`src/sv/vehicle_drive_mode_controller_core_assert.svh`:
```
// Assertion macros shared by the drive-mode controller RTL.
// Used inside modules that have clk and rst_n in scope.
`ifndef VEHICLE_DRIVE_MODE_CONTROLLER_CORE_ASSERT_SVH
`define VEHICLE_DRIVE_MODE_CONTROLLER_CORE_ASSERT_SVH

// Same-cycle implication, checked out of reset.
`define VDMC_ASSERT_NOW(lbl, ante, cons, msg) \
  lbl: assert property (@(posedge clk) disable iff (!rst_n) (ante) |-> (cons)) else $error(msg);

// Next-cycle implication, checked out of reset.
`define VDMC_ASSERT_NEXT(lbl, ante, cons, msg) \
  lbl: assert property (@(posedge clk) disable iff (!rst_n) (ante) |=> (cons)) else $error(msg);

`endif

```
`src/sv/vdmc_pkg.sv`:
```
// Shared constants, codes and types for the drive-mode controller.
// No dependencies; imported by every module of the block.
`timescale 1ns / 1ps

package vdmc_pkg;

  localparam int ADC_BITS           = 12;
  localparam int THROTTLE_FRAC_BITS = 15;
  localparam int CMD_W              = 16;
  localparam int CFG_W              = 16;
  localparam int CFG_IDX_W          = 3;
  localparam int CNT_W              = $clog2(THROTTLE_FRAC_BITS + 1);

  localparam logic [CMD_W-1:0] FULL_THROTTLE = CMD_W'(1) << THROTTLE_FRAC_BITS;
  localparam logic signed [CMD_W-1:0] VEL_FWD = 16'sd100;
  localparam logic signed [CMD_W-1:0] VEL_REV = -16'sd100;

  // Drive modes
  localparam logic [1:0] MODE_PARK    = 2'd0;
  localparam logic [1:0] MODE_DRIVE   = 2'd1;
  localparam logic [1:0] MODE_REVERSE = 2'd2;
  localparam logic [1:0] MODE_CRUISE  = 2'd3;

  // Configuration register indexes
  localparam logic [CFG_IDX_W-1:0] CFG_MOTOR_TYPE      = 3'd0;
  localparam logic [CFG_IDX_W-1:0] CFG_ADC_DEADZONE    = 3'd1;
  localparam logic [CFG_IDX_W-1:0] CFG_ADC_FULL_SCALE  = 3'd2;
  localparam logic [CFG_IDX_W-1:0] CFG_MIN_THROTTLE    = 3'd3;
  localparam logic [CFG_IDX_W-1:0] CFG_CRUISE_THROTTLE = 3'd4;
  localparam logic [CFG_IDX_W-1:0] CFG_CRUISE_VELOCITY = 3'd5;

  // Divider request and response
  typedef struct packed {
    logic                start;
    logic [ADC_BITS-1:0] dividend;
    logic [ADC_BITS-1:0] divisor;
  } div_req_t;

  typedef struct packed {
    logic                          done;
    logic [THROTTLE_FRAC_BITS-1:0] quot;
  } div_rsp_t;

endpackage

```
`src/sv/vehicle_drive_mode_controller_core.sv`:
```
// Drive-mode controller top level: config registers, tick sequencer, mode logic.
// Depends on vdmc_pkg, vdmc_div and the assertion macro header.
`timescale 1ns / 1ps
//
// Usage:
//   Input channel (in_valid / in_stall): one control tick per transfer carrying
//   the raw throttle sample and the pin and flag levels.
//   Result channel (out_valid / out_stall): one command per tick with throttle,
//   velocity, the mode that produced it and the mode after the tick.
//   Config port: cfg_we with cfg_index and cfg_data writes one register per
//   cycle; write only while no tick is in flight.
//   Divider: the serial divider works out the 15 quotient bits of the throttle
//   map one at a time, then the command is loaded into the output register.
//   Flow control: in_stall stays high while a tick is being worked on, and
//   drops once its result sits in the output register.
//   A new tick is taken while the previous result still waits to be taken.
//   If out_stall holds the previous result, the finished tick waits in place.
//   Reset (rst_n low, synchronous): mode goes to park, config registers take
//   their defaults, no result is pending.
//
module vehicle_drive_mode_controller_core (
  input  logic                               clk,
  input  logic                               rst_n,
  // Config port
  input  logic                               cfg_we,
  input  logic [vdmc_pkg::CFG_IDX_W-1:0]     cfg_index,
  input  logic [vdmc_pkg::CFG_W-1:0]         cfg_data,
  // Input channel
  input  logic                               in_valid,
  output logic                               in_stall,
  input  logic [vdmc_pkg::ADC_BITS-1:0]      in_throttle_raw,
  input  logic                               in_brake_pin,
  input  logic                               in_regen_pin,
  input  logic                               in_selector_pin_a,
  input  logic                               in_selector_pin_b,
  input  logic                               in_charge_below_limit,
  input  logic                               in_temperature_ok,
  input  logic                               in_speed_below_limit,
  input  logic                               in_cruise_request,
  // Result channel
  output logic                               out_valid,
  input  logic                               out_stall,
  output logic [vdmc_pkg::CMD_W-1:0]         out_throttle_cmd,
  output logic signed [vdmc_pkg::CMD_W-1:0]  out_velocity_cmd,
  output logic [1:0]                         out_mode_used,
  output logic [1:0]                         out_mode_next
);
  import vdmc_pkg::*;
  `include "vehicle_drive_mode_controller_core_assert.svh"

  localparam logic [1:0] ST_IDLE = 2'd0;
  localparam logic [1:0] ST_DIV  = 2'd1;
  localparam logic [1:0] ST_DONE = 2'd2;

  // Config registers
  logic                      motor_type_r;
  logic [ADC_BITS-1:0]       adc_deadzone_r;
  logic [ADC_BITS-1:0]       adc_full_scale_r;
  logic [CMD_W-1:0]          min_throttle_r;
  logic [CMD_W-1:0]          cruise_throttle_r;
  logic signed [CMD_W-1:0]   cruise_velocity_r;

  // Sequencer and tick state
  logic [1:0]                st_r, st_nxt;
  logic [1:0]                mode_r, mode_nxt;
  logic                      accept;
  logic                      load_out;
  logic                      zero_r, full_r;
  logic                      brake_r, regen_r, sel_a_r, sel_b_r;
  logic                      charge_r, temp_r, slow_r, cruise_r;
  logic [CMD_W-1:0]          pedal_r, pedal_nxt;

  // Command forming
  logic                      sel_drive, sel_rev, sel_park;
  logic [CMD_W-1:0]          mn_thr, cr_thr;
  logic [CMD_W-1:0]          thr;
  logic signed [CMD_W-1:0]   vel;
  logic                      regen_case;

  // Output register
  logic                      out_valid_r;
  logic [CMD_W-1:0]          out_thr_r;
  logic signed [CMD_W-1:0]   out_vel_r;
  logic [1:0]                out_used_r, out_next_r;

  div_req_t                  div_req;
  div_rsp_t                  div_rsp;

  assign in_stall = (st_r != ST_IDLE);
  assign accept   = in_valid && !in_stall;
  assign load_out = (st_r == ST_DONE) && (!out_valid_r || !out_stall);

  // Config writes
  always_ff @(posedge clk) begin
    if (!rst_n) begin
      motor_type_r      <= 1'b1;
      adc_deadzone_r    <= ADC_BITS'(100);
      adc_full_scale_r  <= {ADC_BITS{1'b1}};
      min_throttle_r    <= '0;
      cruise_throttle_r <= FULL_THROTTLE;
      cruise_velocity_r <= '0;
    end else if (cfg_we) begin
      case (cfg_index)
        CFG_MOTOR_TYPE:      motor_type_r      <= cfg_data[0];
        CFG_ADC_DEADZONE:    adc_deadzone_r    <= cfg_data[ADC_BITS-1:0];
        CFG_ADC_FULL_SCALE:  adc_full_scale_r  <= cfg_data[ADC_BITS-1:0];
        CFG_MIN_THROTTLE:    min_throttle_r    <= cfg_data[CMD_W-1:0];
        CFG_CRUISE_THROTTLE: cruise_throttle_r <= cfg_data[CMD_W-1:0];
        CFG_CRUISE_VELOCITY: cruise_velocity_r <= signed'(cfg_data[CMD_W-1:0]);
        default: ;
      endcase
    end
  end

  // Launch the divider on the input transfer
  assign div_req.start    = accept;
  assign div_req.dividend = in_throttle_raw - adc_deadzone_r;
  assign div_req.divisor  = adc_full_scale_r - adc_deadzone_r;

  vdmc_div u_div (
    .clk   (clk),
    .rst_n (rst_n),
    .req   (div_req),
    .rsp   (div_rsp)
  );

  // Capture the tick and classify the sample
  always_ff @(posedge clk) begin
    if (accept) begin
      zero_r   <= (in_throttle_raw <= adc_deadzone_r);
      full_r   <= (adc_full_scale_r <= adc_deadzone_r) ||
                  (in_throttle_raw >= adc_full_scale_r);
      brake_r  <= !in_brake_pin;
      regen_r  <= !in_regen_pin;
      sel_a_r  <= in_selector_pin_a;
      sel_b_r  <= in_selector_pin_b;
      charge_r <= in_charge_below_limit;
      temp_r   <= in_temperature_ok;
      slow_r   <= in_speed_below_limit;
      cruise_r <= in_cruise_request;
    end
    pedal_r <= pedal_nxt;
  end

  // Pick the pedal value once the quotient is in
  always_comb begin
    pedal_nxt = pedal_r;
    if ((st_r == ST_DIV) && div_rsp.done) begin
      if (zero_r) begin
        pedal_nxt = '0;
      end else if (full_r) begin
        pedal_nxt = FULL_THROTTLE;
      end else begin
        pedal_nxt = CMD_W'(div_rsp.quot);
      end
    end
  end

  // Advance the sequencer
  always_comb begin
    st_nxt = st_r;
    case (st_r)
      ST_IDLE: if (accept) st_nxt = ST_DIV;
      ST_DIV:  if (div_rsp.done) st_nxt = ST_DONE;
      ST_DONE: if (load_out) st_nxt = ST_IDLE;
      default: st_nxt = ST_IDLE;
    endcase
  end

  // Form the command and the next mode
  assign sel_drive  = !sel_a_r && !sel_b_r;
  assign sel_rev    = sel_a_r && sel_b_r;
  assign sel_park   = !sel_drive && !sel_rev;
  assign mn_thr     = (min_throttle_r > FULL_THROTTLE) ? FULL_THROTTLE : min_throttle_r;
  assign cr_thr     = (cruise_throttle_r > FULL_THROTTLE) ? FULL_THROTTLE : cruise_throttle_r;
  assign regen_case = regen_r && charge_r && temp_r;

  always_comb begin
    thr      = '0;
    vel      = '0;
    mode_nxt = mode_r;
    case (mode_r)
      MODE_DRIVE, MODE_REVERSE: begin
        if (brake_r) begin
          thr = '0;
          vel = '0;
        end else if ((mode_r == MODE_DRIVE) && regen_case) begin
          thr = pedal_r;
          vel = (pedal_r == '0) ? '0 : VEL_FWD;
        end else if (!motor_type_r && (pedal_r == '0)) begin
          thr = '0;
          vel = '0;
        end else if (!motor_type_r && (pedal_r < mn_thr)) begin
          thr = mn_thr;
          vel = '0;
        end else begin
          thr = pedal_r;
          vel = (mode_r == MODE_DRIVE) ? VEL_FWD : VEL_REV;
        end
        if (mode_r == MODE_DRIVE) begin
          if (sel_rev && slow_r) mode_nxt = MODE_REVERSE;
          else if (sel_park && slow_r) mode_nxt = MODE_PARK;
          else if (cruise_r) mode_nxt = MODE_CRUISE;
        end else begin
          if (sel_drive && brake_r && slow_r) mode_nxt = MODE_DRIVE;
          else if (sel_park && brake_r && slow_r) mode_nxt = MODE_PARK;
        end
      end
      MODE_PARK: begin
        thr = FULL_THROTTLE;
        vel = '0;
        if (sel_drive && brake_r && slow_r) mode_nxt = MODE_DRIVE;
        else if (sel_rev && brake_r && slow_r) mode_nxt = MODE_REVERSE;
      end
      default: begin
        thr = cr_thr;
        vel = cruise_velocity_r;
        if (brake_r || !cruise_r) mode_nxt = MODE_DRIVE;
      end
    endcase
  end

  // Control state
  always_ff @(posedge clk) begin
    if (!rst_n) begin
      st_r        <= ST_IDLE;
      mode_r      <= MODE_PARK;
      out_valid_r <= 1'b0;
    end else begin
      st_r <= st_nxt;
      if (load_out) begin
        mode_r      <= mode_nxt;
        out_valid_r <= 1'b1;
      end else if (out_valid_r && !out_stall) begin
        out_valid_r <= 1'b0;
      end
    end
  end

  // Hold the result until its transfer
  always_ff @(posedge clk) begin
    if (load_out) begin
      out_thr_r  <= thr;
      out_vel_r  <= vel;
      out_used_r <= mode_r;
      out_next_r <= mode_nxt;
    end
  end

  assign out_valid        = out_valid_r;
  assign out_throttle_cmd = out_thr_r;
  assign out_velocity_cmd = out_vel_r;
  assign out_mode_used    = out_used_r;
  assign out_mode_next    = out_next_r;

  `VDMC_ASSERT_NEXT(a_accept_starts_div, accept, st_r == ST_DIV, "tick did not start division")
  `VDMC_ASSERT_NOW(a_done_in_div, div_rsp.done, st_r == ST_DIV, "divider done outside division")
  `VDMC_ASSERT_NOW(a_thr_in_range, out_valid_r, out_thr_r <= FULL_THROTTLE, "throttle above full")
  `VDMC_ASSERT_NEXT(a_mode_holds, !load_out, mode_r == $past(mode_r), "mode changed without result")

endmodule

```
`src/sv/vdmc_div.sv`:
```
// Serial restoring divider for the throttle map: one quotient bit per cycle.
// Depends on vdmc_pkg. Dividend must be below the divisor for a valid result.
`timescale 1ns / 1ps

module vdmc_div (
  input  logic               clk,
  input  logic               rst_n,
  input  vdmc_pkg::div_req_t req,
  output vdmc_pkg::div_rsp_t rsp
);
  import vdmc_pkg::*;

  logic                          busy_r, busy_nxt;
  logic                          done_r, done_nxt;
  logic [CNT_W-1:0]              cnt_r, cnt_nxt;
  logic [ADC_BITS-1:0]           rem_r, rem_nxt;
  logic [ADC_BITS-1:0]           dvs_r, dvs_nxt;
  logic [THROTTLE_FRAC_BITS-1:0] quot_r, quot_nxt;
  logic [ADC_BITS:0]             shifted;
  logic [ADC_BITS+1:0]           trial;
  logic                          fits;

  // Shared shift-and-subtract step
  assign shifted = {rem_r, 1'b0};
  assign trial   = {1'b0, shifted} - {2'b00, dvs_r};
  assign fits    = ~trial[ADC_BITS+1];

  // Sequence the steps
  always_comb begin
    busy_nxt = busy_r;
    done_nxt = 1'b0;
    cnt_nxt  = cnt_r;
    rem_nxt  = rem_r;
    dvs_nxt  = dvs_r;
    quot_nxt = quot_r;
    if (req.start) begin
      busy_nxt = 1'b1;
      cnt_nxt  = CNT_W'(THROTTLE_FRAC_BITS);
      rem_nxt  = req.dividend;
      dvs_nxt  = req.divisor;
    end else if (busy_r) begin
      quot_nxt = {quot_r[THROTTLE_FRAC_BITS-2:0], fits};
      rem_nxt  = fits ? trial[ADC_BITS-1:0] : shifted[ADC_BITS-1:0];
      cnt_nxt  = cnt_r - CNT_W'(1);
      if (cnt_r == CNT_W'(1)) begin
        busy_nxt = 1'b0;
        done_nxt = 1'b1;
      end
    end
  end

  always_ff @(posedge clk) begin
    if (!rst_n) begin
      busy_r <= 1'b0;
      done_r <= 1'b0;
      cnt_r  <= '0;
    end else begin
      busy_r <= busy_nxt;
      done_r <= done_nxt;
      cnt_r  <= cnt_nxt;
    end
  end

  always_ff @(posedge clk) begin
    rem_r  <= rem_nxt;
    dvs_r  <= dvs_nxt;
    quot_r <= quot_nxt;
  end

  assign rsp.done = done_r;
  assign rsp.quot = quot_r;

endmodule

```
`config.mk`:
```
export PLATFORM = sky130hd
export DESIGN_NAME = vehicle_drive_mode_controller_core
export DESIGN_NICKNAME = d
export VERILOG_FILES = /design/src/sv/vdmc_pkg.sv /design/src/sv/vehicle_drive_mode_controller_core.sv /design/src/sv/vdmc_div.sv
export VERILOG_INCLUDE_DIRS = /design/src /design/src/sv
export SDC_FILE = /design/constraint.sdc
export NUM_CORES = 1
export LEC_CHECK = 0
export ABC_AREA = 1
export ABC_CLOCK_PERIOD_IN_PS = 3700
export BUFFER_PORTS_ARGS = -buffer_cell sky130_fd_sc_hd__buf_2
export CORE_ASPECT_RATIO = 1.25
export CORE_MARGIN = 2
export CORE_UTILIZATION = 61
export DETAILED_ROUTE_END_ITERATION = 8
export PLACE_DENSITY = 0.81
export SETUP_SLACK_MARGIN = 0.5
export SLEW_MARGIN = 40
export SYNTH_ARGS = -nofsm -noshare
export SYNTH_HDL_FRONTEND = slang
export SYNTH_HIERARCHICAL = 1
export SYNTH_SLANG_ARGS = --single-unit
```
`constraint.sdc`:
```
create_clock -name clk -period 3.7 [get_ports clk]
set_clock_uncertainty 0.1 [all_clocks]
set_input_delay 0.37 -clock clk [delete_from_list [all_inputs] [get_ports clk]]
set_output_delay 0.37 -clock clk [all_outputs]
set_load 0.03 [all_outputs]
```
# [After elaboration in Yosys (flattened, before gate mapping)]
# Cells that the tools add are included.
[word_totals] inputBits=44 elab_cells=150 out_inout_bits=38 regBits=185
[classes] bitwise_logic=4 n_mux=40 reduce_logical=52 addsub=4 eq_ne=13 order_cmp=6
[op_table] cell="$mux W16" n=12
[op_table] cell="$pmux W16 S2" n=2
[op_table] cell="$mux W12" n=3
[op_table] cell="$gt A16 B16 Y1 const B" n=2
[op_table] cell="$le A12 B12 Y1" n=2
[op_table] cell="$mux W2" n=12
[op_table] cell="$sub A12 B12 Y12" n=2
[op_table] cell="$logic_and A1 B1 Y1" n=20
[op_table] cell="$logic_not A16 Y1" n=1
[op_table] cell="$lt A16 B16 Y1" n=1
[op_table] cell="$reduce_and A2 Y1" n=7
[op_table] cell="$sub A13 B12 Y14" n=1
[op_table] cell="$ge A12 B12 Y1" n=1
[op_table] cell="$logic_not A1 Y1" n=11
[op_table] cell="$mux W4" n=2
[op_table] cell="$mux W7" n=1
[op_table] cell="$eq A3 B2 Y1 const B" n=2
[op_table] cell="$eq A3 B3 Y1 const B" n=2
[op_table] cell="$mux W1" n=6
[op_table] cell="$pmux W2 S3" n=1
[op_table] cell="$reduce_bool A2 Y1" n=3
[op_table] cell="$eq A2 B1 Y1 const B" n=2
[op_table] cell="$eq A2 B2 Y1 const B" n=2
[op_table] cell="$eq A4 B1 Y1 const B" n=1
[op_table] cell="other kinds (12)" n=20

# [Longest topological paths before layout]
[logic_depth] ltp_word=10 depth_mapped=22 depth_no_buf=20

# [Cells and area by module]
# Netlist, hierarchy kept.
[by_module_without_submodules] module="vehicle_drive_mode_controller_core" cells_each=934 seq_area_each_um2=3423.3 area_each_um2=7513.5 instances=1
[by_module_without_submodules] module="vdmc_div" cells_each=283 seq_area_each_um2=1291.2 area_each_um2=2571.2 instances=1

# [Worst setup path after synthesis]
# No wires, ideal clock.
[synth_path] path_type="register to register" startpoint="register min_throttle_r[15]" endpoint="register out_thr_r[13], in the netlist out_throttle_cmd[13] (data pin)" setup_slack_ps=948 path_stages_with_launch=21 required_ps=3348 n_path_buf=2 arrival_ps=2400 cell_sequence="dfxtp_1 -> inv_1 -> nor4_1 -> nand3_1 -> nand2_2 -> buf_8 -> nand2_2 -> ha_1 -> a21oi_1 -> o21ai_1 -> nand2_1 -> nand3_1 -> nor2_1 -> nand2_4 -> inv_2 -> buf_6 -> nand2_1 -> nand3_1 -> o21ai_1 -> nand2_1 -> nand2_1"
[synth_via] elab_chain_len=9
[synth_rtl] item="start: declaration" line="vehicle_drive_mode_controller_core.sv:59" rtl="logic [CMD_W-1:0] min_throttle_r;"
[synth_rtl] item="start signal: assignment" line="vehicle_drive_mode_controller_core.sv:107" rtl="CFG_MIN_THROTTLE: min_throttle_r <= cfg_data[CMD_W-1:0];"
[synth_rtl] item="$gt A16 B16 Y1" line="vehicle_drive_mode_controller_core.sv:174" rtl="assign mn_thr = (min_throttle_r > FULL_THROTTLE) ? FULL_THROTTLE : min_throttle_r;"
[synth_rtl] item="$mux W16 *" line="vehicle_drive_mode_controller_core.sv:174"
[synth_rtl] item="$lt A16 B16 Y1" line="vehicle_drive_mode_controller_core.sv:193" rtl="end else if (!motor_type_r && (pedal_r < mn_thr)) begin"
[synth_rtl] item="$logic_and A1 B1 Y1" line="vehicle_drive_mode_controller_core.sv:193"
[synth_rtl] item="$mux W16 *" line="vehicle_drive_mode_controller_core.sv:193"
[synth_rtl] item="$mux W16 *" line="vehicle_drive_mode_controller_core.sv:190" rtl="end else if (!motor_type_r && (pedal_r == '0)) begin"
[synth_rtl] item="$mux W16 *" line="vehicle_drive_mode_controller_core.sv:187" rtl="end else if ((mode_r == MODE_DRIVE) && regen_case) begin"
[synth_rtl] item="$mux W16 *" line="vehicle_drive_mode_controller_core.sv:184" rtl="if (brake_r) begin"
[synth_rtl] item="$pmux W16 S2 *" line="vehicle_drive_mode_controller_core.sv:182" rtl="case (mode_r)"
[synth_rtl] item="named net thr[13]" line="vehicle_drive_mode_controller_core.sv:76" rtl="logic [CMD_W-1:0] thr;"
[synth_rtl] item="end signal: assignment" line="vehicle_drive_mode_controller_core.sv:243" rtl="out_thr_r <= thr;"
[synth_rtl] item="end: declaration" line="vehicle_drive_mode_controller_core.sv:82" rtl="logic [CMD_W-1:0] out_thr_r;"
# The timed path passes the listed nets; every way through them passes the cells marked *.
# A chain may end at the register's enable or synchronous reset.

# [Worst setup path in the final report]
[layout_path] startpoint="register min_throttle_r[7]" endpoint="register out_thr_r[2], in the netlist out_throttle_cmd[2] (data pin)"
# Same word-level chain as after synthesis.

==> results.ini <==
[status]
status=completed

[sta]
post-route-period-util_pct=84.0
hold_violations=0
tightest_slew_ps=949
final.setup.tns_ps=0
fmax_ghz=0.322
setup_viol=0
final.min_clock_period_ps=3110
rsz0062_at_grt=yes
drv_slew=0
slew_headroom_pct=36.2

[setup_path]
path_class=reg2reg
worstPathArrival_ps=3310
endpoint_kind=register
crit_top_cell=nand2_1
slowest_delay_ps=340
crit_slowest_cell=dfxtp_1
crit_required_ps=3900
start_kind=register
path_cells=nor4_2, and2_1, nand3_1, nand2_4, buf_4, nand2_2, ha_1, a21oi_1, nor2_1, a211oi_2, nand2_1, nand2_2, nand2_8, buf_4, nand2_1, nand3_1, o21ai_1, nand2_1, nand2_1
crit_path_max_fanout=9

[final_layout]
diodes=0
nets=1421
drive_above_1_share_pct=14.2
nFillCells=1290
syn2layout_area_growth_pct=13.3
fin_cells=1534
finalCoreUtilization_pct=70.5

[pwr]
p_leak_nw=5.18
power_density_nw_per_um2=449
peakVddDrop_mv=0.302

[synth]
ys_seq_elements=185
synthFlopType=edfxtp_1
ys_types=46
synth_top_area_share_pct=30.1
synthTopCellsByArea=edfxtp_1, dfxtp_1, nand2_1
syn_area_per_cell_sq_um=8.29
synth_enable_flop_cells=101
ys_async_sr_fraction_pct=0
synth_nets=1333
ys_seq_area_share_pct=46.7
synth_area_sq_um=10100
synth_warnings=6
postSynthCellCount=1217
synth_top_area_cell=edfxtp_1

[place]
post-place-cells=1487
gp_congestion=0.924
dp_hpwl_microns=17600
numPortBuffers=81

[global_routing]
grt_use_total_pct=27.6
antenna_found_initial=0
grt-ovfl-total=0
grt_pass1_vias=7824
grt_pass1_wl_microns=38200
grt_max_degree=73

[routing]
viasPerCell=5.44
post_drt_wl_per_cell_microns=15.6
vias=8342
drc=0
drt-initial-drc-count=781
ant_nets=0
wirelength_microns=24000
first_pass_iters=5

[clocking]
clockBufferDepth=2
clockRootBuffer=clkbuf_16
tritoncts=yes
cts_inserted_buffers=17
cts_htree_levels=4
clk_latency_ps=430
cts.sinks=185
clk_pin_slew_ps=80

[job]
max_cap_viol_count=0

[floorplanning]
die_y_microns=148
ios=82
die_area_sq_um=17600
start_util_pct=62.2
coreArea_sq_um=16200
rows=52
die_w_microns=119

[worst_hold_path]
hold_class=in2reg

==> placed cells by master (no fill, tap or decap), types with 4 or more instances in the layout <==
master and instances:
nand2_1 272, inv_1 163, nor2_1 125, edfxtp_1 101, dfxtp_1 82, buf_2 81, o21ai_0 80, a21oi_1 71
ha_1 68, nand3_1 53, o211ai_1 18, buf_4 18, clkbuf_16 17, xor2_1 16, nand2_2 14, o21ai_1 14
nand4_1 12, nand3_2 9, inv_2 8, xnor2_1 8, nand3b_1 8, nor4_1 7, nor3_1 6, clkinv_8 5
dlygate4sd3_1 5, a31oi_1 4
==> final timing paths <==
path / to / slack, ps / startpoint / cells past startpoint
worst max-delay path: out_throttle_cmd[2] / 590 / min_throttle_r[7] / 19
worst min-delay path: charge_r / 40 / in_charge_below_limit / 1
worst max register to register: out_throttle_cmd[2] / 590 / min_throttle_r[7] / 19
worst min register to register: u_div/quot_r[12] / 350 / u_div/quot_r[11] / 0
==> metal layers <==
layer,GRT usage [%],vias up,part of all wire [%]
li1,-,4201,-
met1,33.4,3839,39
met2,48.8,248,52
met3,4.44,54,4.9
met4,11.8,0,4.0
met5,0,-,0
==> registers in the layout (all words and copies together) (netlist names), 4 cells and up <==
signal / cells
adc_deadzone_r: 12
u_div/cnt_r: 4
cruise_throttle_r: 16
out_throttle_cmd: 16
u_div/dvs_r: 12
u_div/quot_r: 15
pedal_r: 16
out_velocity_cmd: 16
min_throttle_r: 16
cruise_velocity_r: 16
adc_full_scale_r: 12
u_div/rem_r: 12
==> metrics by stage <==
stage | setup WS (ps) | power [mW] | hold slack [ps] | area [sq um]
after detailed placement | 228 | 3.38 | 334 | 10600
after CTS | 508 | 5.13 | 25.5 | 11300
after global routing | 384 | 5.38 | 8.50 | 11400
final | 593 | 5.13 | 38.1 | 11400
after floorplan | 948 | 3.16 | 326 | 10100
after global placement | 324 | 3.35 | 330 | 10600
==> power breakdown <==
group,switching [mW],leakage (nW),internal (mW)
registers,0.0626,1.59,2.30
logic,0.645,3.31,0.365
clock network,0.854,0.283,0.903
==> cells by family after synthesis <==
family	after synthesis	share of synthesized area, %
simple gates	523	22.5
flops	185	46.7
buf+inv	207	8.25
fa+ha+maj	72	9.16
xor+xnor	24	2.08
compound gates	206	11.2
==> what timing repair did <==
| item | CTS | global route |
|---|---|---|
| hold buffers | 5 | 0 |
| buffers inserted | 0 | 10 |
| pin swaps | 0 | 6 |
| hold endpoints to repair | 5 | 0 |
| gates resized for setup | 4 | 15 |
| setup endpoints to repair | 28 | 30 |
==> worst max-delay path, delay by kind of cell (launching register included) <==
kind                       cells  cell delay, ps
AOI/OAI and AO/OA              3             470
adders and majority gates      1             310
buffers and inverters          2             290
DFF                            1             340
and+or+nand+nor               13            1440
==> layout make-up <==
type	instances	area (sq um)	share of cell area, %
flip-flops and latches	185	4720	41.3
well taps	216	270	2.37
clock buffers	18	429	3.76
multi-input cells	825	4610	40.3
repair buffers	104	591	5.17
clock inverters	14	154	1.35
inverters	172	658	5.76
==> cells in the mapped netlist (2+ instances only) <==
cell type and number:
nand2_4 3, nand3_2 9, fa_1 3, buf_2 4, clkbuf_1 24, a211oi_1 4, a21oi_1 72, nor4_1 9
buf_6 2, o21ai_0 80, nor2_1 127, o21bai_1 3, o21ai_1 16, nand3_1 54, a31oi_1 4, nor3_1 6
nand2_2 15, dfxtp_1 84, nor2_2 2, nor2_4 2, xor2_1 16, edfxtp_1 101, o211ai_1 18, nand4_1 12
inv_2 9, xnor2_1 8, or2_2 2, inv_1 163, ha_1 69, buf_4 2, nand2_1 272, nand3b_1 8
(Power assumes the default switching activity.)
